<file path="src/sv/tlb_page_table_translate_defines.svh">
// Assertion macros used by the address translation lookup engine.
`ifndef TLB_PAGE_TABLE_TRANSLATE_DEFINES_SVH
`define TLB_PAGE_TABLE_TRANSLATE_DEFINES_SVH

`ifndef SYNTHESIS

// Same-cycle implication, reset-qualified.
`define TPT_ASSERT_NOW(label, clk, rst_n, ante, cons, msg) \
	label: assert property (@(posedge clk) disable iff (!rst_n) (ante) |-> (cons)) \
		else $error(msg);

// Next-cycle implication, reset-qualified.
`define TPT_ASSERT_NEXT(label, clk, rst_n, ante, cons, msg) \
	label: assert property (@(posedge clk) disable iff (!rst_n) (ante) |=> (cons)) \
		else $error(msg);

`else

`define TPT_ASSERT_NOW(label, clk, rst_n, ante, cons, msg)
`define TPT_ASSERT_NEXT(label, clk, rst_n, ante, cons, msg)

`endif

`endif

</file>
<file path="src/sv/tpt_pkg.sv">
// Shared types and constants for the TLB / page table translation block.
`default_nettype none

package tpt_pkg;

	localparam int IN_TDATA_W  = 72;
	localparam int IN_TUSER_W  = 2;
	localparam int OUT_TDATA_W = 32;
	localparam int OUT_TUSER_W = 3;
	localparam int PA_W        = 28;
	localparam int FRAME_W     = 16;
	localparam int PIDX_W      = 16;
	localparam int VA_W        = 32;
	// widest page number and offset over the supported parameter range
	localparam int PAGE_MAX_W  = 12;
	localparam int OFF_MAX_W   = 16;
	localparam int QUEUE_DEPTH = 2;
	localparam int QPTR_W      = 1;
	localparam int QCNT_W      = 2;

	localparam logic [IN_TUSER_W-1:0] OP_TRANSLATE = 2'd0;
	localparam logic [IN_TUSER_W-1:0] OP_MAP       = 2'd1;
	localparam logic [IN_TUSER_W-1:0] OP_PROTECT   = 2'd2;

	typedef enum logic [OUT_TUSER_W-1:0] {
		ST_HIT     = 3'd0,
		ST_FILLED  = 3'd1,
		ST_RANGE   = 3'd2,
		ST_PFAULT  = 3'd3,
		ST_PROT    = 3'd4,
		ST_DONE    = 3'd5,
		ST_BADPAGE = 3'd6
	} status_t;

	typedef enum logic [1:0] {
		K_TRANSLATE = 2'd0,
		K_MAP       = 2'd1,
		K_PROTECT   = 2'd2,
		K_BAD       = 2'd3
	} kind_t;

	typedef logic [PAGE_MAX_W-1:0] page_fld_t;
	typedef logic [OFF_MAX_W-1:0]  off_fld_t;

	typedef struct packed {
		kind_t                kind;
		logic                 in_range;
		page_fld_t            page;
		page_fld_t            quot;     // page / TLB_ENTRIES
		off_fld_t             offset;
		logic                 wr;
		logic [FRAME_W-1:0]   frame;
		logic                 ro;
	} entry_t;

endpackage

`default_nettype wire

</file>
<file path="src/sv/tpt_queue.sv">
// Two-entry queue decoupling the front end from the lookup engine.
`default_nettype none

module tpt_queue (
	input  wire logic            clk,
	input  wire logic            arst_n,
	input  wire logic            push,
	input  tpt_pkg::entry_t      push_entry,
	output logic                 full,
	input  wire logic            pop,
	output logic                 pop_valid,
	output tpt_pkg::entry_t      pop_entry
);

	tpt_pkg::entry_t                entries_q [tpt_pkg::QUEUE_DEPTH];
	logic [tpt_pkg::QPTR_W-1:0]     wptr_q;
	logic [tpt_pkg::QPTR_W-1:0]     rptr_q;
	logic [tpt_pkg::QCNT_W-1:0]     count_q;

	assign full      = count_q == tpt_pkg::QCNT_W'(tpt_pkg::QUEUE_DEPTH);
	assign pop_valid = count_q != '0;
	assign pop_entry = entries_q[rptr_q];

	always_ff @(posedge clk or negedge arst_n) begin
		if (!arst_n) begin
			wptr_q  <= '0;
			rptr_q  <= '0;
			count_q <= '0;
		end else begin
			if (push) wptr_q <= wptr_q + 1'b1;
			if (pop) rptr_q <= rptr_q + 1'b1;
			if (push && !pop) count_q <= count_q + 1'b1;
			else if (pop && !push) count_q <= count_q - 1'b1;
		end
	end

	always_ff @(posedge clk) begin
		if (push) entries_q[wptr_q] <= push_entry;
	end

endmodule

`default_nettype wire

</file>
<file path="config.mk">
export PLATFORM = sky130hd
export DESIGN_NAME = tpt_queue
export DESIGN_NICKNAME = d
export VERILOG_FILES = /design/src/sv/tlb_page_table_translate_defines.svh /design/src/sv/tpt_pkg.sv /design/src/sv/tpt_queue.sv
export SDC_FILE = /design/constraint.sdc
export NUM_CORES = 1
export LEC_CHECK = 0
export BUFFER_PORTS_ARGS = -buffer_cell sky130_fd_sc_hd__buf_4
export CORE_ASPECT_RATIO = 0.9
export CORE_UTILIZATION = 40
export DETAILED_ROUTE_END_ITERATION = 16
export HOLD_SLACK_MARGIN = 0.06
export SETUP_SLACK_MARGIN = 0.5
export SYNTH_ARGS = -nofsm -noshare
export SYNTH_HDL_FRONTEND = slang
export SYNTH_SLANG_ARGS = --single-unit
</file>
<file path="constraint.sdc">
create_clock -name clk -period 5.4 [get_ports clk]
set_clock_uncertainty 0.2 [all_clocks]
set_input_delay 0.27 -clock clk [delete_from_list [all_inputs] [get_ports clk]]
set_output_delay 0.27 -clock clk [all_outputs]
set_load 0.005 [all_outputs]
</file>
==> reports/results.tsv <==
metric	value	unit
initial_utilization	41.9	%
ys_seq_area_share	76.9	%
grt_pass1_vias	2642	
synth_top_family_by_area	multiplexers	
ctsResizeCount	0	
finalSetupViolCount	0	
tightest_slew	810	ps
max-slew-margin-rel	45.9	%
cp.required	4930	ps
routed_wl	8.67	mm
p_int	0.00266	W
hold_slack	283	ps
fin_setup_tns	0	ps
grt_pass1_wl	13.4	mm
rsz0062_at_grt	no	
status	finished, final reports clean	
clk-insertion-delay-late	390	ps
hold_violations	0	
grtUsageTotal	14.4	%
via_count	2574	
syn_area	0.00489	mm^2
fp.dieH	107	um
syn_nets	272	
cts_tree	built	
numClockSinks	126	
viasPerCell	4.42	
post_cts_buffers	0	
die_width	119	um
worstSetupEndpointType	output port	
synth_seq_cells	126	
syn_avg_cell_area	23.7	um^2
critical_path_arrival	2330	ps
crit_fanout	42	
numCtsBuffers	17	
synth_cell_types	14	
power.switching	0.000850	W
r2r_cells	2	
clk_path_buf_depth	2	
min_period	2800	ps
antenna_found_initial	0	
grt_overflow	0	
hold_path.class	register to register	
dr.first_iter.drc_count	66	
cts-root-buf	clkbuf_16	
synth_adder_area_share	0.256	%
h-tree-depth	4	
first_pass_iters	4	
yosysWarnings	0	
power_frac_seq	39.8	%
whs_path_depth	1	
finalMaxSlewViolations	0	
synth.area.mux_share	18.6	%
core.rowCount	37	
dpl.hpwl	5.17	mm
p_comb_share	29.2	%
wire_per_inst	14.9	um
startpoint_type	register	
fin_nets	479	
vdd_ir_drop_max	0.275	mV
n_antenna_cell	0	
clkTransAtPathRegs	50	ps
fin_crit_sh	51.8	%
p_sw_share	24.2	%
crit_type	register to output port	
portBuffers	127	
area_growth_syn_to_layout	46.4	%
synth-simple-area-share	0.588	%
drc	0	
ant_nets	0	
die-area	0.0127	mm^2
drive_above_1_share	51.4	%
synth_compound_area_share	0	%
layout_commonest_cell	buf_4	
p_per_area	490	mW/mm^2
gp_congestion	0.656	
leakagePower	2.91	nW
synth_cells	206	
p_clk_share	31.0	%
mostFrequentLayoutCells	buf_4 (130), edfxtp_1 (122), dlygate4sd3_1 (65)	
grt_max_degree	43	
io-pin-count	128	
n_fill_cell	895	
synthXorXnorAreaFrac	0.895	%
drv_cap	0	
fmax	0.358	GHz
core-area	0.0117	mm^2
## routing by layer
layer / vias to the layer above / wire [um] / share of wire (%) / track usage [%]
met2: 101 / 4120 / 47 / 22.8
met3: 9 / 727 / 8.4 / 6.86
li1: 1223 / - / - / -
met4: 0 / 84 / 0.97 / 5.42
met1: 1241 / 3740 / 43 / 17.1
met5: - / 0 / 0 / 0
## cell type report
cell class	instances	area (um^2)	share of cell area, %
Clock buffer	23	448	6.26
Clock inverter	9	118	1.64
Timing Repair Buffer	195	1630	22.7
Sequential cell	126	3770	52.6
Tap cell	156	195	2.73
Inverter	1	3.75	0.0524
Multi-Input combinational cell	72	1000	14.0
## path summary, 6_finish.rpt
path	start	end	slack [ps]
setup reg to reg	wptr_q$_DFFE_PN0P_	entries_q[0][36]$_DFFE_PP_	3170
min in group asynchronous	arst_n	count_q[0]$_DFFE_PN0P_	580
hold reg to reg	count_q[1]$_DFFE_PN0P_	count_q[1]$_DFFE_PN0P_	280
max in group asynchronous	arst_n	rptr_q$_DFFE_PN0P_	4230
setup / recovery	rptr_q$_DFFE_PN0P_	pop_entry[7]	2600
hold / removal	count_q[1]$_DFFE_PN0P_	count_q[1]$_DFFE_PN0P_	280
## power groups by stage
| stage | Combinational [W] | Clock, W | Sequential, W |
|---|---|---|---|
| after global placement | 0.00100 | 0 | 0.00141 |
| final | 0.00103 | 0.00109 | 0.00140 |
| after global routing | 0.00111 | 0.00115 | 0.00141 |
| after CTS | 0.00105 | 0.00111 | 0.00140 |
| after floorplan | 0.000694 | 0 | 0.00137 |
| after detailed placement | 0.00101 | 0 | 0.00142 |
## cell families (layout without fill, tap and decap cells)
group / after synthesis / count (layout)
muxes: 61 / 61
DFF: 126 / 126
and+or+nand+nor: 5 / 5
xor gates and xnor gates: 5 / 5
adders and majority gates: 1 / 1
buffers and inverters: 8 / 228
## cell usage after synthesis
| cell type | instances | area share (%) |
|---|---|---|
| mux2_4 | 59 | 18 |
| buf_6 | 1 | 0.23 |
| and2_1 | 1 | 0.13 |
| nor2b_1 | 2 | 0.26 |
| ha_1 | 1 | 0.26 |
| xor2_1 | 4 | 0.72 |
| xnor2_1 | 1 | 0.18 |
| or2_2 | 1 | 0.13 |
| inv_1 | 1 | 0.077 |
| dfrtp_1 | 4 | 2.0 |
| edfxtp_1 | 122 | 75 |
| nor2_1 | 1 | 0.077 |
| mux2_2 | 2 | 0.46 |
| buf_12 | 6 | 2.5 |
## flip-flops by register name (all words and copies together), names as in the netlist
register,flops
wptr_q,1
rptr_q,1
entries_q,122
count_q,2
## worst max-delay path, stage by stage, from the launching register on
cell     delay, ps
dfrtp_4        670
buf_4          710
mux2_4         360
buf_4          140
## through the flow
step / instance area (um^2) / power, W / util [%] / worst slack [ps] / std cells
CTS: 7160 / 0.00356 / 61.4 / 2540 / 582
global route: 7160 / 0.00367 / 61.4 / 2490 / 582
floorplan: 4890 / 0.00207 / - / 1600 / 206
finish: 7160 / 0.00351 / 61.4 / 2600 / 582
global placement: 5940 / 0.00242 / 51.0 / 2980 / 485
detailed placement: 5940 / 0.00243 / 51.0 / 2980 / 485
## timing repair
item	4_1_cts	5_1_grt
setup endpoints to repair	0	0
hold buffers	65	0
endpoints found under the hold margin	129	0
(Power assumes the default switching activity.)
