==> config.mk <==
export PLATFORM = sky130hd
export DESIGN_NAME = tpt_back
export DESIGN_NICKNAME = d
export VERILOG_FILES = /design/src/sv/tpt_pkg.sv /design/src/sv/tpt_back.sv
export VERILOG_INCLUDE_DIRS = /design/src /design/src/sv
export SDC_FILE = /design/constraint.sdc
export NUM_CORES = 2
export LEC_CHECK = 0
export BUFFER_PORTS_ARGS = -buffer_cell sky130_fd_sc_hd__buf_2
export CORE_MARGIN = 8
export CORE_UTILIZATION = 60
export CTS_BUF_LIST = sky130_fd_sc_hd__clkbuf_4
export CTS_CLUSTER_DIAMETER = 50
export DETAILED_ROUTE_END_ITERATION = 10
export PLACE_DENSITY = 0.73
export SLEW_MARGIN = 30
export SYNTH_ARGS = -nofsm -noshare
export SYNTH_HDL_FRONTEND = slang
export SYNTH_MEMORY_MAX_BITS = 65536
export SYNTH_SLANG_ARGS = --single-unit
==> constraint.sdc <==
create_clock -name clk -period 13.48 [get_ports clk]
set_input_delay 2.696 -clock clk [delete_from_list [all_inputs] [get_ports clk]]
set_output_delay 2.696 -clock clk [all_outputs]
set_load 0.05 [all_outputs]
==> src/sv/tlb_page_table_translate_defines.svh <==
// Assertion macros used by the address translation lookup engine.
`ifndef TLB_PAGE_TABLE_TRANSLATE_DEFINES_SVH
`define TLB_PAGE_TABLE_TRANSLATE_DEFINES_SVH

`ifndef SYNTHESIS

// Same-cycle implication, reset-qualified.
`define TPT_ASSERT_NOW(label, clk, rst_n, ante, cons, msg) \
	label: assert property (@(posedge clk) disable iff (!rst_n) (ante) |-> (cons)) \
		else $error(msg);

// Next-cycle implication, reset-qualified.
`define TPT_ASSERT_NEXT(label, clk, rst_n, ante, cons, msg) \
	label: assert property (@(posedge clk) disable iff (!rst_n) (ante) |=> (cons)) \
		else $error(msg);

`else

`define TPT_ASSERT_NOW(label, clk, rst_n, ante, cons, msg)
`define TPT_ASSERT_NEXT(label, clk, rst_n, ante, cons, msg)

`endif

`endif

==> src/sv/tpt_pkg.sv <==
// Shared types and constants for the TLB / page table translation block.
`default_nettype none

package tpt_pkg;

	localparam int IN_TDATA_W  = 72;
	localparam int IN_TUSER_W  = 2;
	localparam int OUT_TDATA_W = 32;
	localparam int OUT_TUSER_W = 3;
	localparam int PA_W        = 28;
	localparam int FRAME_W     = 16;
	localparam int PIDX_W      = 16;
	localparam int VA_W        = 32;
	// widest page number and offset over the supported parameter range
	localparam int PAGE_MAX_W  = 12;
	localparam int OFF_MAX_W   = 16;
	localparam int QUEUE_DEPTH = 2;
	localparam int QPTR_W      = 1;
	localparam int QCNT_W      = 2;

	localparam logic [IN_TUSER_W-1:0] OP_TRANSLATE = 2'd0;
	localparam logic [IN_TUSER_W-1:0] OP_MAP       = 2'd1;
	localparam logic [IN_TUSER_W-1:0] OP_PROTECT   = 2'd2;

	typedef enum logic [OUT_TUSER_W-1:0] {
		ST_HIT     = 3'd0,
		ST_FILLED  = 3'd1,
		ST_RANGE   = 3'd2,
		ST_PFAULT  = 3'd3,
		ST_PROT    = 3'd4,
		ST_DONE    = 3'd5,
		ST_BADPAGE = 3'd6
	} status_t;

	typedef enum logic [1:0] {
		K_TRANSLATE = 2'd0,
		K_MAP       = 2'd1,
		K_PROTECT   = 2'd2,
		K_BAD       = 2'd3
	} kind_t;

	typedef logic [PAGE_MAX_W-1:0] page_fld_t;
	typedef logic [OFF_MAX_W-1:0]  off_fld_t;

	typedef struct packed {
		kind_t                kind;
		logic                 in_range;
		page_fld_t            page;
		page_fld_t            quot;     // page / TLB_ENTRIES
		off_fld_t             offset;
		logic                 wr;
		logic [FRAME_W-1:0]   frame;
		logic                 ro;
	} entry_t;

endpackage

`default_nettype wire

==> src/sv/tpt_back.sv <==
// Lookup engine: TLB and page table storage, hit/walk resolution, fills and result register.
`default_nettype none
`include "tlb_page_table_translate_defines.svh"

module tpt_back #(
	parameter int OFFSET_BITS   = 12,
	parameter int TLB_ENTRIES   = 16,
	parameter int VIRTUAL_PAGES = 256
) (
	input  wire logic                            clk,
	input  wire logic                            arst_n,
	input  wire logic                            pop_valid,
	input  tpt_pkg::entry_t                      pop_entry,
	output logic                                 pop,
	output logic                                 clear_busy,
	output logic                                 m_axis_tvalid,
	input  wire logic                            m_axis_tready,
	output logic [tpt_pkg::OUT_TDATA_W-1:0]      m_axis_tdata,
	output logic [tpt_pkg::OUT_TUSER_W-1:0]      m_axis_tuser
);

	localparam int PAGE_W = $clog2(VIRTUAL_PAGES);
	localparam int SLOT_W = (TLB_ENTRIES > 1) ? $clog2(TLB_ENTRIES) : 1;
	localparam int REM_W  = ((PAGE_W > SLOT_W) ? PAGE_W : SLOT_W) + 1;
	localparam logic [REM_W-1:0]  TLB_REM  = REM_W'(TLB_ENTRIES);
	localparam logic [PAGE_W-1:0] CLR_LAST = PAGE_W'(VIRTUAL_PAGES - 1);

	typedef enum logic [2:0] {
		BS_CLEAR   = 3'b001,
		BS_READ    = 3'b010,
		BS_RESOLVE = 3'b100
	} back_state_t;

	back_state_t                 state_q;
	logic [PAGE_W-1:0]           clr_q;
	logic [TLB_ENTRIES-1:0]      tlb_vld_q;
	logic                        out_valid_q;
	logic [tpt_pkg::PA_W-1:0]    pa_q;
	tpt_pkg::status_t            st_q;

	tpt_pkg::entry_t             e_q;
	logic [SLOT_W-1:0]           slot_q;

	logic [PAGE_W-1:0]           tlb_tag_mem  [TLB_ENTRIES];
	logic [tpt_pkg::FRAME_W-1:0] tlb_frm_mem  [TLB_ENTRIES];
	logic                        pv_mem       [VIRTUAL_PAGES];
	logic                        pro_mem      [VIRTUAL_PAGES];
	logic [tpt_pkg::FRAME_W-1:0] pfrm_mem     [VIRTUAL_PAGES];

	logic [PAGE_W-1:0]           tag_rd_q;
	logic [tpt_pkg::FRAME_W-1:0] tfrm_rd_q;
	logic                        pv_rd_q;
	logic                        pro_rd_q;
	logic [tpt_pkg::FRAME_W-1:0] pfrm_rd_q;

	logic [PAGE_W-1:0]           pop_page;
	logic [REM_W-1:0]            rem;
	logic [SLOT_W-1:0]           slot_d;
	logic [PAGE_W-1:0]           e_page;
	logic                        hit;
	logic                        clearing;
	logic                        commit;
	logic [tpt_pkg::FRAME_W-1:0] pa_frame;
	logic [31:0]                 pa_full;
	tpt_pkg::status_t            res_status;
	logic [tpt_pkg::PA_W-1:0]    res_pa;
	logic                        fill;
	logic                        map_wr;
	logic                        ro_wr;
	logic                        pv_we;
	logic                        pro_we;
	logic                        pro_wdata;
	logic [PAGE_W-1:0]           pt_wa;

	// slot = page - (page / TLB_ENTRIES) * TLB_ENTRIES, quotient from the front end
	assign pop_page = pop_entry.page[PAGE_W-1:0];
	assign rem      = REM_W'(pop_page) - REM_W'(REM_W'(pop_entry.quot[PAGE_W-1:0]) * TLB_REM);
	assign slot_d   = rem[SLOT_W-1:0];

	assign clearing   = state_q == BS_CLEAR;
	assign clear_busy = clearing;
	assign pop        = (state_q == BS_READ) && pop_valid;
	assign commit     = (state_q == BS_RESOLVE) && (!out_valid_q || m_axis_tready);

	assign e_page = e_q.page[PAGE_W-1:0];
	assign hit    = tlb_vld_q[slot_q] && e_q.in_range && (tag_rd_q == e_page);

	assign pa_frame = hit ? tfrm_rd_q : pfrm_rd_q;
	assign pa_full  = 32'({pa_frame, e_q.offset[OFFSET_BITS-1:0]});

	always_comb begin
		res_status = tpt_pkg::ST_BADPAGE;
		res_pa     = '0;
		fill       = 1'b0;
		map_wr     = 1'b0;
		ro_wr      = 1'b0;
		unique case (e_q.kind)
			tpt_pkg::K_TRANSLATE: begin
				priority if (hit) begin
					res_status = tpt_pkg::ST_HIT;
					res_pa     = pa_full[tpt_pkg::PA_W-1:0];
				end else if (!e_q.in_range) begin
					res_status = tpt_pkg::ST_RANGE;
				end else if (!pv_rd_q) begin
					res_status = tpt_pkg::ST_PFAULT;
				end else if (e_q.wr && pro_rd_q) begin
					res_status = tpt_pkg::ST_PROT;
				end else begin
					res_status = tpt_pkg::ST_FILLED;
					res_pa     = pa_full[tpt_pkg::PA_W-1:0];
					fill       = 1'b1;
				end
			end
			tpt_pkg::K_MAP: begin
				if (e_q.in_range) begin
					res_status = tpt_pkg::ST_DONE;
					map_wr     = 1'b1;
					ro_wr      = 1'b1;
				end
			end
			tpt_pkg::K_PROTECT: begin
				if (e_q.in_range) begin
					res_status = tpt_pkg::ST_DONE;
					ro_wr      = 1'b1;
				end
			end
			tpt_pkg::K_BAD: begin
				res_status = tpt_pkg::ST_BADPAGE;
			end
		endcase
	end

	// page table write port, shared with the post-reset sweep
	assign pt_wa     = clearing ? clr_q : e_page;
	assign pv_we     = clearing || (commit && map_wr);
	assign pro_we    = clearing || (commit && ro_wr);
	assign pro_wdata = clearing ? 1'b0 : e_q.ro;

	always_ff @(posedge clk or negedge arst_n) begin
		if (!arst_n) begin
			state_q     <= BS_CLEAR;
			clr_q       <= '0;
			tlb_vld_q   <= '0;
			out_valid_q <= 1'b0;
		end else begin
			unique case (state_q)
				BS_CLEAR: begin
					clr_q <= clr_q + 1'b1;
					if (clr_q == CLR_LAST) state_q <= BS_READ;
				end
				BS_READ: begin
					if (pop) state_q <= BS_RESOLVE;
				end
				BS_RESOLVE: begin
					if (commit) state_q <= BS_READ;
				end
				default: state_q <= BS_CLEAR;
			endcase
			if (commit && fill) tlb_vld_q[slot_q] <= 1'b1;
			if (commit) out_valid_q <= 1'b1;
			else if (m_axis_tready) out_valid_q <= 1'b0;
		end
	end

	always_ff @(posedge clk) begin
		if (pop) begin
			e_q    <= pop_entry;
			slot_q <= slot_d;
		end
		if (commit) begin
			pa_q <= res_pa;
			st_q <= res_status;
		end
	end

	// TLB storage
	always_ff @(posedge clk) begin
		if (pop) begin
			tag_rd_q  <= tlb_tag_mem[slot_d];
			tfrm_rd_q <= tlb_frm_mem[slot_d];
		end
		if (commit && fill) begin
			tlb_tag_mem[slot_q] <= e_page;
			tlb_frm_mem[slot_q] <= pfrm_rd_q;
		end
	end

	// page table storage
	always_ff @(posedge clk) begin
		if (pop) begin
			pv_rd_q   <= pv_mem[pop_page];
			pro_rd_q  <= pro_mem[pop_page];
			pfrm_rd_q <= pfrm_mem[pop_page];
		end
		if (pv_we) pv_mem[pt_wa] <= !clearing;
		if (pro_we) pro_mem[pt_wa] <= pro_wdata;
		if (commit && map_wr) pfrm_mem[pt_wa] <= e_q.frame;
	end

	assign m_axis_tvalid = out_valid_q;
	assign m_axis_tdata  = {{(tpt_pkg::OUT_TDATA_W - tpt_pkg::PA_W){1'b0}}, pa_q};
	assign m_axis_tuser  = st_q;

	`TPT_ASSERT_NOW(a_no_pop_in_clear, clk, arst_n, clearing, !pop, "pop during clear sweep")
	`TPT_ASSERT_NEXT(a_pop_to_resolve, clk, arst_n, pop, state_q == BS_RESOLVE, "pop not followed by resolve")
	`TPT_ASSERT_NEXT(a_fill_sets_valid, clk, arst_n, commit && fill, tlb_vld_q[$past(slot_q)], "fill did not set TLB valid")
	`TPT_ASSERT_NOW(a_pa_zero_on_error, clk, arst_n, out_valid_q && st_q != tpt_pkg::ST_HIT && st_q != tpt_pkg::ST_FILLED, pa_q == '0, "nonzero address with error status")
	`TPT_ASSERT_NOW(a_hit_in_range, clk, arst_n, hit, e_q.in_range && e_q.kind == tpt_pkg::K_TRANSLATE || e_q.kind != tpt_pkg::K_TRANSLATE, "TLB hit on page outside table")

endmodule

`default_nettype wire

==> summary.txt <==
post-detailed-route wirelength per cell = 31.91 um
RePlAce Congestion = 0.8578
Crit path largest cell delay = 1.14 ns
setup TNS = 0 ns
CTS tree = done
hold_buf cts = 0
min Tclk post-route = 7.388 ns
period utilization = 0.5481
Critical Path Source Type = input pin
peak supply drop = 0.0001270 V
vias per cell = 6.656
Max Fclk = 0.1354 GHz
Worst Skew = 0.2237 ns
Top FF cell, synth = edfxtp_1
overall die height = 592.2 um
commonest non-fill, non-tap cell in the layout = edfxtp_1
DIE WIDTH = 592.2 um
drt first pass iters = 6
Final Setup Violations = 0
Cell variety after synth = 70
Setup Fix Bufs, Post-CTS = 0
kind of critical path = in2reg
Overflow after GRT = 0
final instance area = 0.2215 mm2
Fillers = 20,971
I/O Buffers = 78
vias in the first global route = 107,649
cts bufs inserted = 1,314
syn_area_per_cell = 20.72 um2
final WL = 511,700 um
Synth-to-Final Area Change = 11.19%
asr flop ratio synth = 0.005454
crit-path leading delay family = simple AND/OR/NAND/NOR gates
count of state elements after synthesis = 5,134
worst-margin pin slew = 1.107 ns
Remaining DRCs = 0
status = complete, no violations
Worst setup EP type = flip-flop
power per cell area = 147.6 mW/mm2
Clock Root Buffer = clkbuf_4
first-pass GRT wire length = 729,300 um
Initial Util = 0.6031
IO Count = 103
synthesized cell area = 0.1992 mm2
DP Area = 0.2060 mm2
H-tree levels = 7
Cells after Synth = 9,615
DIE AREA = 0.3507 mm2
Synth top area share = 0.7698
slowest cell on the critical path = nor4_1
Final #Nets = 10,930
crit-path max FO = 73
main area contributors after synthesis = edfxtp_1 77%, mux4_2 12%, mux2i_1 2.8%
Buf/Inv on CP = 4
dpl hpwl = 292,400 um
# rows = 211
Max-Cap Viols = 0
Worst slew margin = 0.2601
Final Hold Viols = 0
Clock transition at path regs = 0.06 ns
critical path arrival = 8.71 ns
number of nets still failing antenna checks after routing = 0
largest net degree at the start of global routing = 271
RSZ-0062 raised after global routing = false
CTS Buffer Depth = 5
number of synthesized flops with an enable pin = 5,106
Clock Sink Count = 5,134
commonest cells after routing, fill and taps aside = 5,106 x edfxtp_1, 1,807 x clkbuf_4, 1,039 x mux4_2
worst skew pair latency = 1.72 ns
core area = 0.3303 mm2
Pleak = 71.33 nW
largest area contributor in the netlist = edfxtp_1
Min-Delay Path Class = reg2reg
initial antenna violation count = 27
critical-path cell list = buf_6 > buf_4 > nand2b_4 > buf_12 > o221ai_1 > nor3_1 > or4_1 > nor4_2 > buf_4 > nand4_1 > nor4_1
yosys warns = 0
fraction of final layout cells sized beyond drive strength 1 = 0.3108
register area share after synthesis = 0.7733
Starting DRT DRC Count = 14,815
Final Max Tran Viols = 0
CP Data Required Time = 14.80 ns
Tot GR Track Use = 0.2915
routed vias = 106,736
Gates resized, CTS repair = 0
Most common cell on crit path = buf_4
[kinds of logic after synthesis]
kind of cell               after synthesis  synth area share
other                                    1        0.00001883
AOI/OAI and AO/OA                      940           0.03464
adders and majority gates                5         0.0003141
buffers and inverters                  647           0.01779
xor gates and xnor gates                16         0.0007036
DFF                                   5134            0.7733
muxes                                 1604            0.1459
and+or+nand+nor                       1268           0.02733
[power by group]
part	total [mW]	leakage [nW]	switching [mW]	internal, mW
Sequential	18.0	46.3	0.0672	17.9
Combinational	2.41	15.9	1.80	0.610
Clock	12.3	9.07	5.90	6.40
Total	32.7	71.3	7.77	24.9
[state kept, by name (all words and copies together), names as in the netlist]
register and cells:
tag_rd_q 8, e_q 33, pro_mem 256, tlb_frm_mem 256, state_q 3, pa_q 28, pfrm_mem 4096, tfrm_rd_q 16
tlb_tag_mem 128, pro_rd_q 1, tlb_vld_q 16, clr_q 8, pfrm_rd_q 16, m_axis_tuser 3, m_axis_tvalid 1, e_page 8
pv_rd_q 1, pv_mem 256
[per-stage QoR]
| stage | std cells | util | setup WS (ns) | hold slack (ns) | total power [mW] |
|---|---|---|---|---|---|
| after floorplan | 9618 | - | 1.423 | 0.4377 | 19.80 |
| after global placement | 13898 | 0.6231 | 4.527 | 0.4527 | 20.56 |
| after detailed placement | 13902 | 0.6238 | 4.535 | 0.4565 | 20.65 |
| after CTS | 16002 | 0.6695 | 6.378 | 0.4733 | 32.80 |
| after global routing | 16021 | 0.6704 | 6.296 | 0.4844 | 33.74 |
| final | 16036 | 0.6705 | 6.092 | 0.4717 | 32.69 |
[area by class of cell]
cell class / instances / area, um2 / share of cell area
flip-flops and latches: 5134 / 154000 / 0.6955
multi-input cells: 3837 / 42160 / 0.1904
clock buffers: 1807 / 13570 / 0.06126
well taps: 4366 / 5463 / 0.02467
repair buffers: 562 / 4598 / 0.02076
clock inverters: 293 / 1520 / 0.006865
diodes: 26 / 65.06 / 0.0002938
inverters: 11 / 56.30 / 0.0002542
[cells in the mapped netlist, drive strengths merged, types with 3 or more instances]
cell and instances:
mux4 1039, and3 6, a22oi 93, a221oi 77, a211oi 34, nor2 818, or3 7, o211ai 18
edfxtp 5106, a31oi 5, nand2 115, or4 14, o31ai 5, a22o 84, o221ai 238, a2111oi 4
xnor2 15, o21ai 52, inv 10, buf 309, nand2b 13, nor4 36, or2 3, nor2b 7
nand3b 8, dfrtp 27, nand3 47, and2 20, nand4 21, a21oi 159, nor3 148, o21a 6
ha 5, mux2i 565, o22ai 135, clkbuf 327, o21bai 18
[metal layers]
| metal | global-route usage | vias up | part of all wire |
|---|---|---|---|
| met5 | 0 | - | 0.00017 |
| met3 | 0.08142 | 1086 | 0.12 |
| met1 | 0.3944 | 54912 | 0.36 |
| li1 | - | 43336 | - |
| met2 | 0.4493 | 7390 | 0.48 |
| met4 | 0.1314 | 12 | 0.039 |
[path summary, 6_finish.rpt]
check	depth (start not counted)	endpoint	slack, ns	startpoint
max	11	pfrm_rd_q[4]$_DFFE_PP_	6.09	pop_entry[48]
min	1	tlb_vld_q[14]$_DFFE_PN0N_	0.47	tlb_vld_q[14]$_DFFE_PN0N_
max reg2reg	9	pfrm_mem[162][10]$_DFFE_PP_	8.13	state_q[0]$_DFFE_PN1P_
min reg2reg	1	tlb_vld_q[14]$_DFFE_PN0N_	0.47	tlb_vld_q[14]$_DFFE_PN0N_
max in group asynchronous	1	tlb_vld_q[13]$_DFFE_PN0N_	11.91	arst_n
min in group asynchronous	1	clr_q[7]$_DFFE_PN0P_	1.07	arst_n
Note: power is estimated with default switching activity, not from simulation.
