<file path="src/sv/tlb_page_table_translate_defines.svh">
// Assertion macros used by the address translation lookup engine.
`ifndef TLB_PAGE_TABLE_TRANSLATE_DEFINES_SVH
`define TLB_PAGE_TABLE_TRANSLATE_DEFINES_SVH

`ifndef SYNTHESIS

// Same-cycle implication, reset-qualified.
`define TPT_ASSERT_NOW(label, clk, rst_n, ante, cons, msg) \
	label: assert property (@(posedge clk) disable iff (!rst_n) (ante) |-> (cons)) \
		else $error(msg);

// Next-cycle implication, reset-qualified.
`define TPT_ASSERT_NEXT(label, clk, rst_n, ante, cons, msg) \
	label: assert property (@(posedge clk) disable iff (!rst_n) (ante) |=> (cons)) \
		else $error(msg);

`else

`define TPT_ASSERT_NOW(label, clk, rst_n, ante, cons, msg)
`define TPT_ASSERT_NEXT(label, clk, rst_n, ante, cons, msg)

`endif

`endif

</file>
<file path="src/sv/tpt_pkg.sv">
// Shared types and constants for the TLB / page table translation block.
`default_nettype none

package tpt_pkg;

	localparam int IN_TDATA_W  = 72;
	localparam int IN_TUSER_W  = 2;
	localparam int OUT_TDATA_W = 32;
	localparam int OUT_TUSER_W = 3;
	localparam int PA_W        = 28;
	localparam int FRAME_W     = 16;
	localparam int PIDX_W      = 16;
	localparam int VA_W        = 32;
	// widest page number and offset over the supported parameter range
	localparam int PAGE_MAX_W  = 12;
	localparam int OFF_MAX_W   = 16;
	localparam int QUEUE_DEPTH = 2;
	localparam int QPTR_W      = 1;
	localparam int QCNT_W      = 2;

	localparam logic [IN_TUSER_W-1:0] OP_TRANSLATE = 2'd0;
	localparam logic [IN_TUSER_W-1:0] OP_MAP       = 2'd1;
	localparam logic [IN_TUSER_W-1:0] OP_PROTECT   = 2'd2;

	typedef enum logic [OUT_TUSER_W-1:0] {
		ST_HIT     = 3'd0,
		ST_FILLED  = 3'd1,
		ST_RANGE   = 3'd2,
		ST_PFAULT  = 3'd3,
		ST_PROT    = 3'd4,
		ST_DONE    = 3'd5,
		ST_BADPAGE = 3'd6
	} status_t;

	typedef enum logic [1:0] {
		K_TRANSLATE = 2'd0,
		K_MAP       = 2'd1,
		K_PROTECT   = 2'd2,
		K_BAD       = 2'd3
	} kind_t;

	typedef logic [PAGE_MAX_W-1:0] page_fld_t;
	typedef logic [OFF_MAX_W-1:0]  off_fld_t;

	typedef struct packed {
		kind_t                kind;
		logic                 in_range;
		page_fld_t            page;
		page_fld_t            quot;     // page / TLB_ENTRIES
		off_fld_t             offset;
		logic                 wr;
		logic [FRAME_W-1:0]   frame;
		logic                 ro;
	} entry_t;

endpackage

`default_nettype wire

</file>
<file path="src/sv/tpt_front.sv">
// Front end: unpacks an input beat, classifies it and precomputes page and slot quotient.
`default_nettype none

module tpt_front #(
	parameter int OFFSET_BITS   = 12,
	parameter int TLB_ENTRIES   = 16,
	parameter int VIRTUAL_PAGES = 256
) (
	input  wire logic                           s_axis_tvalid,
	output logic                                s_axis_tready,
	input  wire logic [tpt_pkg::IN_TDATA_W-1:0] s_axis_tdata,
	input  wire logic [tpt_pkg::IN_TUSER_W-1:0] s_axis_tuser,
	input  wire logic                           clear_busy,
	input  wire logic                           q_full,
	output logic                                push,
	output tpt_pkg::entry_t                     push_entry
);

	localparam int PAGE_W    = $clog2(VIRTUAL_PAGES);
	localparam int SLOT_W    = (TLB_ENTRIES > 1) ? $clog2(TLB_ENTRIES) : 1;
	// reciprocal, exact for every PAGE_W-bit numerator
	localparam int MOD_SHIFT = PAGE_W + SLOT_W + 1;
	localparam int MUL_W     = MOD_SHIFT + 1;
	localparam int PROD_W    = PAGE_W + MUL_W;
	localparam logic [MUL_W-1:0] MOD_MUL =
		MUL_W'(((1 << MOD_SHIFT) + TLB_ENTRIES - 1) / TLB_ENTRIES);

	logic [tpt_pkg::VA_W-1:0]    va;
	logic                        wr;
	logic [tpt_pkg::PIDX_W-1:0]  pidx;
	logic [tpt_pkg::FRAME_W-1:0] frame;
	logic                        ro;
	logic [tpt_pkg::VA_W-1:0]    va_page;
	logic                        va_in_range;
	logic                        pidx_in_range;
	tpt_pkg::kind_t              kind;
	tpt_pkg::page_fld_t          page_sel;
	logic                        range_sel;
	logic [PAGE_W-1:0]           page_pw;
	logic [PROD_W-1:0]           prod;

	assign va    = s_axis_tdata[31:0];
	assign wr    = s_axis_tdata[32];
	assign pidx  = s_axis_tdata[48:33];
	assign frame = s_axis_tdata[64:49];
	assign ro    = s_axis_tdata[65];

	assign va_page       = va >> OFFSET_BITS;
	assign va_in_range   = va_page < tpt_pkg::VA_W'(VIRTUAL_PAGES);
	assign pidx_in_range = tpt_pkg::VA_W'(pidx) < tpt_pkg::VA_W'(VIRTUAL_PAGES);

	always_comb begin
		unique case (s_axis_tuser)
			tpt_pkg::OP_TRANSLATE: kind = tpt_pkg::K_TRANSLATE;
			tpt_pkg::OP_MAP:       kind = tpt_pkg::K_MAP;
			tpt_pkg::OP_PROTECT:   kind = tpt_pkg::K_PROTECT;
			default:               kind = tpt_pkg::K_BAD;
		endcase
	end

	always_comb begin
		if (kind == tpt_pkg::K_TRANSLATE) begin
			page_sel  = va_page[tpt_pkg::PAGE_MAX_W-1:0];
			range_sel = va_in_range;
		end else begin
			page_sel  = pidx[tpt_pkg::PAGE_MAX_W-1:0];
			range_sel = pidx_in_range;
		end
	end

	assign page_pw = page_sel[PAGE_W-1:0];
	assign prod    = PROD_W'(page_pw) * PROD_W'(MOD_MUL);

	assign s_axis_tready = !q_full && !clear_busy;
	assign push          = s_axis_tvalid && s_axis_tready;

	always_comb begin
		push_entry.kind     = kind;
		push_entry.in_range = range_sel;
		push_entry.page     = page_sel;
		push_entry.quot     = tpt_pkg::page_fld_t'(prod[MOD_SHIFT +: PAGE_W]);
		push_entry.offset   = tpt_pkg::off_fld_t'(va[OFFSET_BITS-1:0]);
		push_entry.wr       = wr;
		push_entry.frame    = frame;
		push_entry.ro       = ro;
	end

endmodule

`default_nettype wire

</file>
<file path="config.mk">
export PLATFORM = sky130hd
export DESIGN_NAME = tpt_front
export DESIGN_NICKNAME = d
export VERILOG_FILES = /design/src/sv/tlb_page_table_translate_defines.svh /design/src/sv/tpt_pkg.sv /design/src/sv/tpt_front.sv
export SDC_FILE = /design/constraint.sdc
export NUM_CORES = 1
export LEC_CHECK = 0
export BUFFER_PORTS_ARGS = -buffer_cell sky130_fd_sc_hd__buf_2
export CAP_MARGIN = 20
export CORE_ASPECT_RATIO = 1.2
export CORE_MARGIN = 5
export CORE_UTILIZATION = 24
export DETAILED_ROUTE_END_ITERATION = 16
export PLACE_DENSITY = 0.8
export REMOVE_ABC_BUFFERS = 1
export SLEW_MARGIN = 20
export SYNTH_ARGS = -nofsm -noshare
export SYNTH_HDL_FRONTEND = slang
export SYNTH_SLANG_ARGS = --single-unit
</file>
<file path="constraint.sdc">
create_clock -name vclk -period 1.2
set_clock_uncertainty 0.05 [all_clocks]
set_input_delay 0.06 -clock vclk [all_inputs]
set_output_delay 0.06 -clock vclk [all_outputs]
set_load 0.03 [all_outputs]
</file>
==> qor.json, run 1 <==
{
  "fp.coreArea_um2": 2500,
  "routed_via_density": 4.34,
  "setup_ws_final_ps": 113,
  "finalCritPeriodShare_pct": 90.6,
  "vdd_ir_drop_max_mv": 0.176,
  "nFlopsAndLatches": 0,
  "mostFrequentLayoutCell": "sky130_fd_sc_hd__buf_2",
  "synth_area_um2": 618,
  "final_cells": 132,
  "critPathArrivalTime_ps": 980,
  "run_status": "complete, no violations",
  "yosys_top_cell_area_share_pct": 57.1,
  "avg_wl_per_cell_um": 22.2,
  "die_height_um": 65.6,
  "post_cts_hold_buffer_count": 0,
  "grt_util_all_layers_pct": 14.4,
  "design_power_total_mw": 0.354,
  "cp.required_ps": 1090,
  "synthesis.area_per_instance_um2": 8.35,
  "number_of_search_and_repair_iterations_in_the_first_detailed_routing_pass": 2,
  "dpl.hpwl_um": 2820,
  "pre_cts_slack_ps": 103,
  "final_critical_period_ps": 1090,
  "critPathKind": "in2out",
  "first_global_vias": 596,
  "timing.critical_path.to": "push_entry[56]",
  "postLayoutCoreUtil_pct": 26.8,
  "synth_warnings": 0,
  "remaining_drc_errors": 0,
  "finalNetCount": 178,
  "wirelength_um": 2930,
  "synth_top_cells_by_area": "sky130_fd_sc_hd__buf_4 (57%), sky130_fd_sc_hd__mux2_4 (19%), sky130_fd_sc_hd__mux2_2 (7.3%), sky130_fd_sc_hd__nor4_1 (4.0%), sky130_fd_sc_hd__buf_12 (3.2%)",
  "number_of_gates_resized_after_cts": 0,
  "cellLeakagePower_nw": 0.392,
  "wire_length_of_the_first_global_routing_pass_um": 3640,
  "chip_width_um": 56.3,
  "dpl_cell_area_um2": 671,
  "initialDrtViolationCount": 17,
  "hold_violations": 0,
  "dp.cells": 132,
  "final_antenna_net_count": 0,
  "buffer_ports.inserted": 62,
  "floorplan.initialDensity_pct": 24.7,
  "endpoint_kind": "primary output",
  "num_io_pins": 140,
  "number_of_buffers_inserted_by_post_cts_setup_repair": 0,
  "top_library_cells_by_usage_in_the_layout_fill_and_taps_aside": "sky130_fd_sc_hd__buf_2 (62), sky130_fd_sc_hd__conb_1 (12), sky130_fd_sc_hd__mux2_4 (8), sky130_fd_sc_hd__mux2_2 (4), sky130_fd_sc_hd__nor4_1 (4)",
  "place.gp.congestion": 0.749,
  "pin_count_of_the_biggest_net_entering_global_routing": 8,
  "crit_path_start": "s_axis_tuser[0]",
  "layout.area.seq_um2": 0,
  "stdcell_area_um2": 671,
  "pwr_density_cell_nw_per_um2": 528,
  "layout.clock_buffers": 0,
  "grt_setup_unrepaired": "no",
  "layout-drive-gt1-share_pct": 77.8,
  "antenna_violations_before_repair": 0,
  "std_cell_rows": 20,
  "grt_overflow": 0,
  "setup_viol_count_final": 0,
  "area_growth_pct": 8.50,
  "vias": 573,
  "antenna_cells": 0,
  "design.die.area_um2": 3690,
  "cell_taking_the_most_area_after_synthesis": "sky130_fd_sc_hd__buf_4",
  "proportion_of_synthesized_chip_area_in_sequential_cells_pct": 0,
  "maximum_operating_frequency_mhz": 920,
  "hp-class": "in2out",
  "crit_path_max_fanout": 7,
  "max_cap_violations": 0,
  "final_slew_viol_count": 0,
  "netlist-cell-type-count": 14,
  "cp-start-kind": "input pin",
  "synthesis.instances": 74
}
[critical path: stages]
cell and delay [ps]:
sky130_fd_sc_hd__buf_2 120, sky130_fd_sc_hd__nor2_4 160, sky130_fd_sc_hd__buf_12 140, sky130_fd_sc_hd__mux2_2 320, sky130_fd_sc_hd__buf_2 180
[per-stage QoR]
step                TNS, ps  hold slack, ps
floorplan             -50.3            70.0
global placement          0            70.3
detailed placement        0            70.3
CTS                       0            70.3
global route              0            70.2
finish                    0            70.2
[kinds of logic after synthesis]
logic type	count (synthesis)	synth area share, %
other	1	0.607
AOI/OAI and AO/OA	1	1.22
muxes	12	26.7
and+or+nand+nor	10	9.92
buffers and inverters	50	61.5
[area by class of cell]
class / instances / area (µm²)
fillers: 285 / 1830
multi-input cells: 35 / 279
well taps: 33 / 41.3
repair buffers: 64 / 350
[worst min-delay path by stage]
stage | startpoint | cells past startpoint | to | slack (ps)
global placement | s_axis_tdata[50] | 0 | push_entry[2] | 70
global route | s_axis_tdata[50] | 0 | push_entry[2] | 70
finish | s_axis_tdata[3] | 0 | push_entry[21] | 70
CTS | s_axis_tdata[50] | 0 | push_entry[2] | 70
floorplan | s_axis_tdata[65] | 0 | push_entry[0] | 70
detailed placement | s_axis_tdata[50] | 0 | push_entry[2] | 70
[power breakdown]
part           internal (mW)  switching [mW]  leakage (nW)
registers                  0               0             0
logic                  0.137           0.217         0.392
clock network              0               0             0
total                  0.137           0.217         0.392
[metal layers]
layer | vias up | wire length (µm) | track usage [%]
li1 | 235 | - | -
met5 | - | 0 | 0
met1 | 233 | 874 | 12.9
met3 | 0 | 722 | 14.7
met2 | 105 | 1340 | 24.4
met4 | 0 | 0 | 0
[Yosys cell counts]
master	count
sky130_fd_sc_hd__nor2_4	1
sky130_fd_sc_hd__nor2_1	1
sky130_fd_sc_hd__nand4_1	1
sky130_fd_sc_hd__nor3_1	1
sky130_fd_sc_hd__clkbuf_1	2
sky130_fd_sc_hd__conb_1	1
sky130_fd_sc_hd__buf_12	1
sky130_fd_sc_hd__mux2_4	8
sky130_fd_sc_hd__and2_1	1
sky130_fd_sc_hd__nor4_1	4
sky130_fd_sc_hd__buf_4	47
sky130_fd_sc_hd__o31ai_1	1
sky130_fd_sc_hd__mux2_2	4
sky130_fd_sc_hd__nand2_1	1
Note: power is estimated with default switching activity, not from simulation.
==> run 2, diff against run 1 <==
Settings changed: ABC_AREA set to 1, CELL_PAD_IN_SITES_DETAIL_PLACEMENT set to 1, CELL_PAD_IN_SITES_GLOBAL_PLACEMENT set to 2, CORE_UTILIZATION 24 to 10, PLACE_DENSITY 0.8 to 0.91.
==> qor.json, run 2 <==
{
  "run_status": "complete, no violations",
  "routed_via_density": 3.28,
  "wire_length_of_the_first_global_routing_pass_um": 4470,
  "multiplexer_share_of_the_synthesized_area_pct": 0,
  "place.gp.congestion": 0.769,
  "max_cap_violations": 0,
  "hp-class": "in2out",
  "antenna_cells": 0,
  "maximum_operating_frequency_mhz": 954,
  "critPathArrivalTime_ps": 940,
  "synth-compound-area-share_pct": 9.02,
  "cp-start-kind": "input pin",
  "crit_path_max_fanout": 14,
  "top_layer": "met5",
  "post_cts_hold_buffer_count": 0,
  "fp.coreArea_um2": 6450,
  "proportion_of_synthesized_chip_area_in_sequential_cells_pct": 0,
  "dpl.hpwl_um": 2880,
  "timing.hold.worst_path_depth": 0,
  "finalNetCount": 218,
  "mostFrequentLayoutCell": "sky130_fd_sc_hd__buf_2",
  "pre_cts_slack_ps": 105,
  "design_power_total_mw": 0.356,
  "crit_path_start": "s_axis_tuser[0]",
  "chip_width_um": 84.5,
  "setup_ws_final_ps": 151,
  "final_cells": 224,
  "antenna_violations_before_repair": 0,
  "setup_viol_count_final": 0,
  "synth_simple_gate_area_share_pct": 27.3,
  "top_library_cells_by_usage_in_the_layout_fill_and_taps_aside": "sky130_fd_sc_hd__buf_2 (62), sky130_fd_sc_hd__nand2_1 (26), sky130_fd_sc_hd__nor2_1 (12), sky130_fd_sc_hd__conb_1 (12), sky130_fd_sc_hd__o21ai_0 (10)",
  "postLayoutCoreUtil_pct": 11.7,
  "pwr_density_cell_nw_per_um2": 472,
  "final_slew_viol_count": 0,
  "dp.cells": 224,
  "fin_setup_tns_ps": 0,
  "yosys_top_cell_area_share_pct": 54.1,
  "vias": 735,
  "num_io_pins": 140,
  "grt_setup_unrepaired": "no",
  "stdcell_area_um2": 756,
  "synth_warnings": 0,
  "cell_taking_the_most_area_after_synthesis": "sky130_fd_sc_hd__buf_4",
  "nFlopsAndLatches": 0,
  "m1WireLength_um": 1420,
  "die_height_um": 99.4,
  "synth_adder_area_share_pct": 0,
  "pin_count_of_the_biggest_net_entering_global_routing": 15,
  "final_antenna_net_count": 0,
  "remaining_drc_errors": 0,
  "detailroute.wirelength.met2_um": 1130,
  "synth_area_um2": 666,
  "number_of_gates_resized_after_cts": 0,
  "buffer_ports.inserted": 62,
  "post_synth_most_frequent_cells": "sky130_fd_sc_hd__buf_4 (48), sky130_fd_sc_hd__nand2_1 (26), sky130_fd_sc_hd__nor2_1 (12)",
  "cp.required_ps": 1090,
  "layout-drive-gt1-share_pct": 48.2,
  "hold_violations": 0,
  "design.die.area_um2": 8400,
  "first_global_vias": 787,
  "top_count_cell_post_synth": "sky130_fd_sc_hd__buf_4",
  "final_critical_period_ps": 1050,
  "timing.critical_path.to": "push_entry[35]",
  "synthesis.area_per_instance_um2": 5.79,
  "synth_top_cells_by_area": "sky130_fd_sc_hd__buf_4 (54%), sky130_fd_sc_hd__nand2_1 (15%), sky130_fd_sc_hd__o21ai_0 (7.5%), sky130_fd_sc_hd__nor2_1 (6.8%), sky130_fd_sc_hd__inv_1 (4.5%)",
  "avg_wl_per_cell_um": 14.4,
  "finalCritPeriodShare_pct": 87.4,
  "synth_top_family_by_area": "buffers and inverters",
  "endpoint_kind": "primary output",
  "netlist-cell-type-count": 13,
  "cellLeakagePower_nw": 0.459,
  "layout.clock_buffers": 0,
  "vdd_ir_drop_max_mv": 0.118,
  "wirelength_um": 3230,
  "met3_wire_len_um": 632,
  "synthesis.instances": 115,
  "layout.area.seq_um2": 0,
  "num-fill-cells": 826,
  "multi_input_comb_area_um2": 287,
  "whs_ps": 70.2,
  "area_growth_pct": 13.5,
  "critPathKind": "in2out",
  "grt_util_all_layers_pct": 6.99,
  "number_of_buffers_inserted_by_post_cts_setup_repair": 0,
  "dpl_cell_area_um2": 756,
  "initialDrtViolationCount": 6,
  "std_cell_rows": 32,
  "post_synth_xor_area_fraction_pct": 0,
  "floorplan.initialDensity_pct": 10.3,
  "grt_overflow": 0,
  "number_of_search_and_repair_iterations_in_the_first_detailed_routing_pass": 2
}
## run 2: worst max-delay path, cell delays in order
cell and delay (ps):
sky130_fd_sc_hd__buf_2 140, sky130_fd_sc_hd__nor2_8 230, sky130_fd_sc_hd__buf_4 180, sky130_fd_sc_hd__nand2_1 50, sky130_fd_sc_hd__nand2_1 80, sky130_fd_sc_hd__buf_2 200
## run 2: worst min-delay path by stage
stage	from	endpoint	slack (ps)
finish	s_axis_tdata[32]	push_entry[17]	70
global route	s_axis_tdata[3]	push_entry[21]	70
CTS	s_axis_tdata[32]	push_entry[17]	70
detailed placement	s_axis_tdata[32]	push_entry[17]	70
global placement	s_axis_tdata[32]	push_entry[17]	70
floorplan	s_axis_tdata[65]	push_entry[0]	70
## run 2: cell type report
cell class / instances / share of cell area (%)
inverter: 8 / 3.97
multi-input combinational: 66 / 37.9
tap: 85 / 14.1
timing repair buffer: 65 / 44.0
## run 2: kinds of logic after synthesis
group,after synthesis
buffers and inverters,60
and+or+nand+nor,42
AOI/OAI and AO/OA,12
other,1
## run 2: layer usage
metal | GRT usage [%] | vias to the layer above
li1 | - | 335
met4 | 0 | 2
met1 | 9.24 | 307
met3 | 6.38 | 2
met2 | 8.50 | 89
met5 | 3.64 | -
## run 2: report_power, final
part	switching, mW	internal (mW)	leakage [nW]
sequential	0	0	0
clock	0	0	0
combinational	0.246	0.110	0.459
total	0.246	0.110	0.459
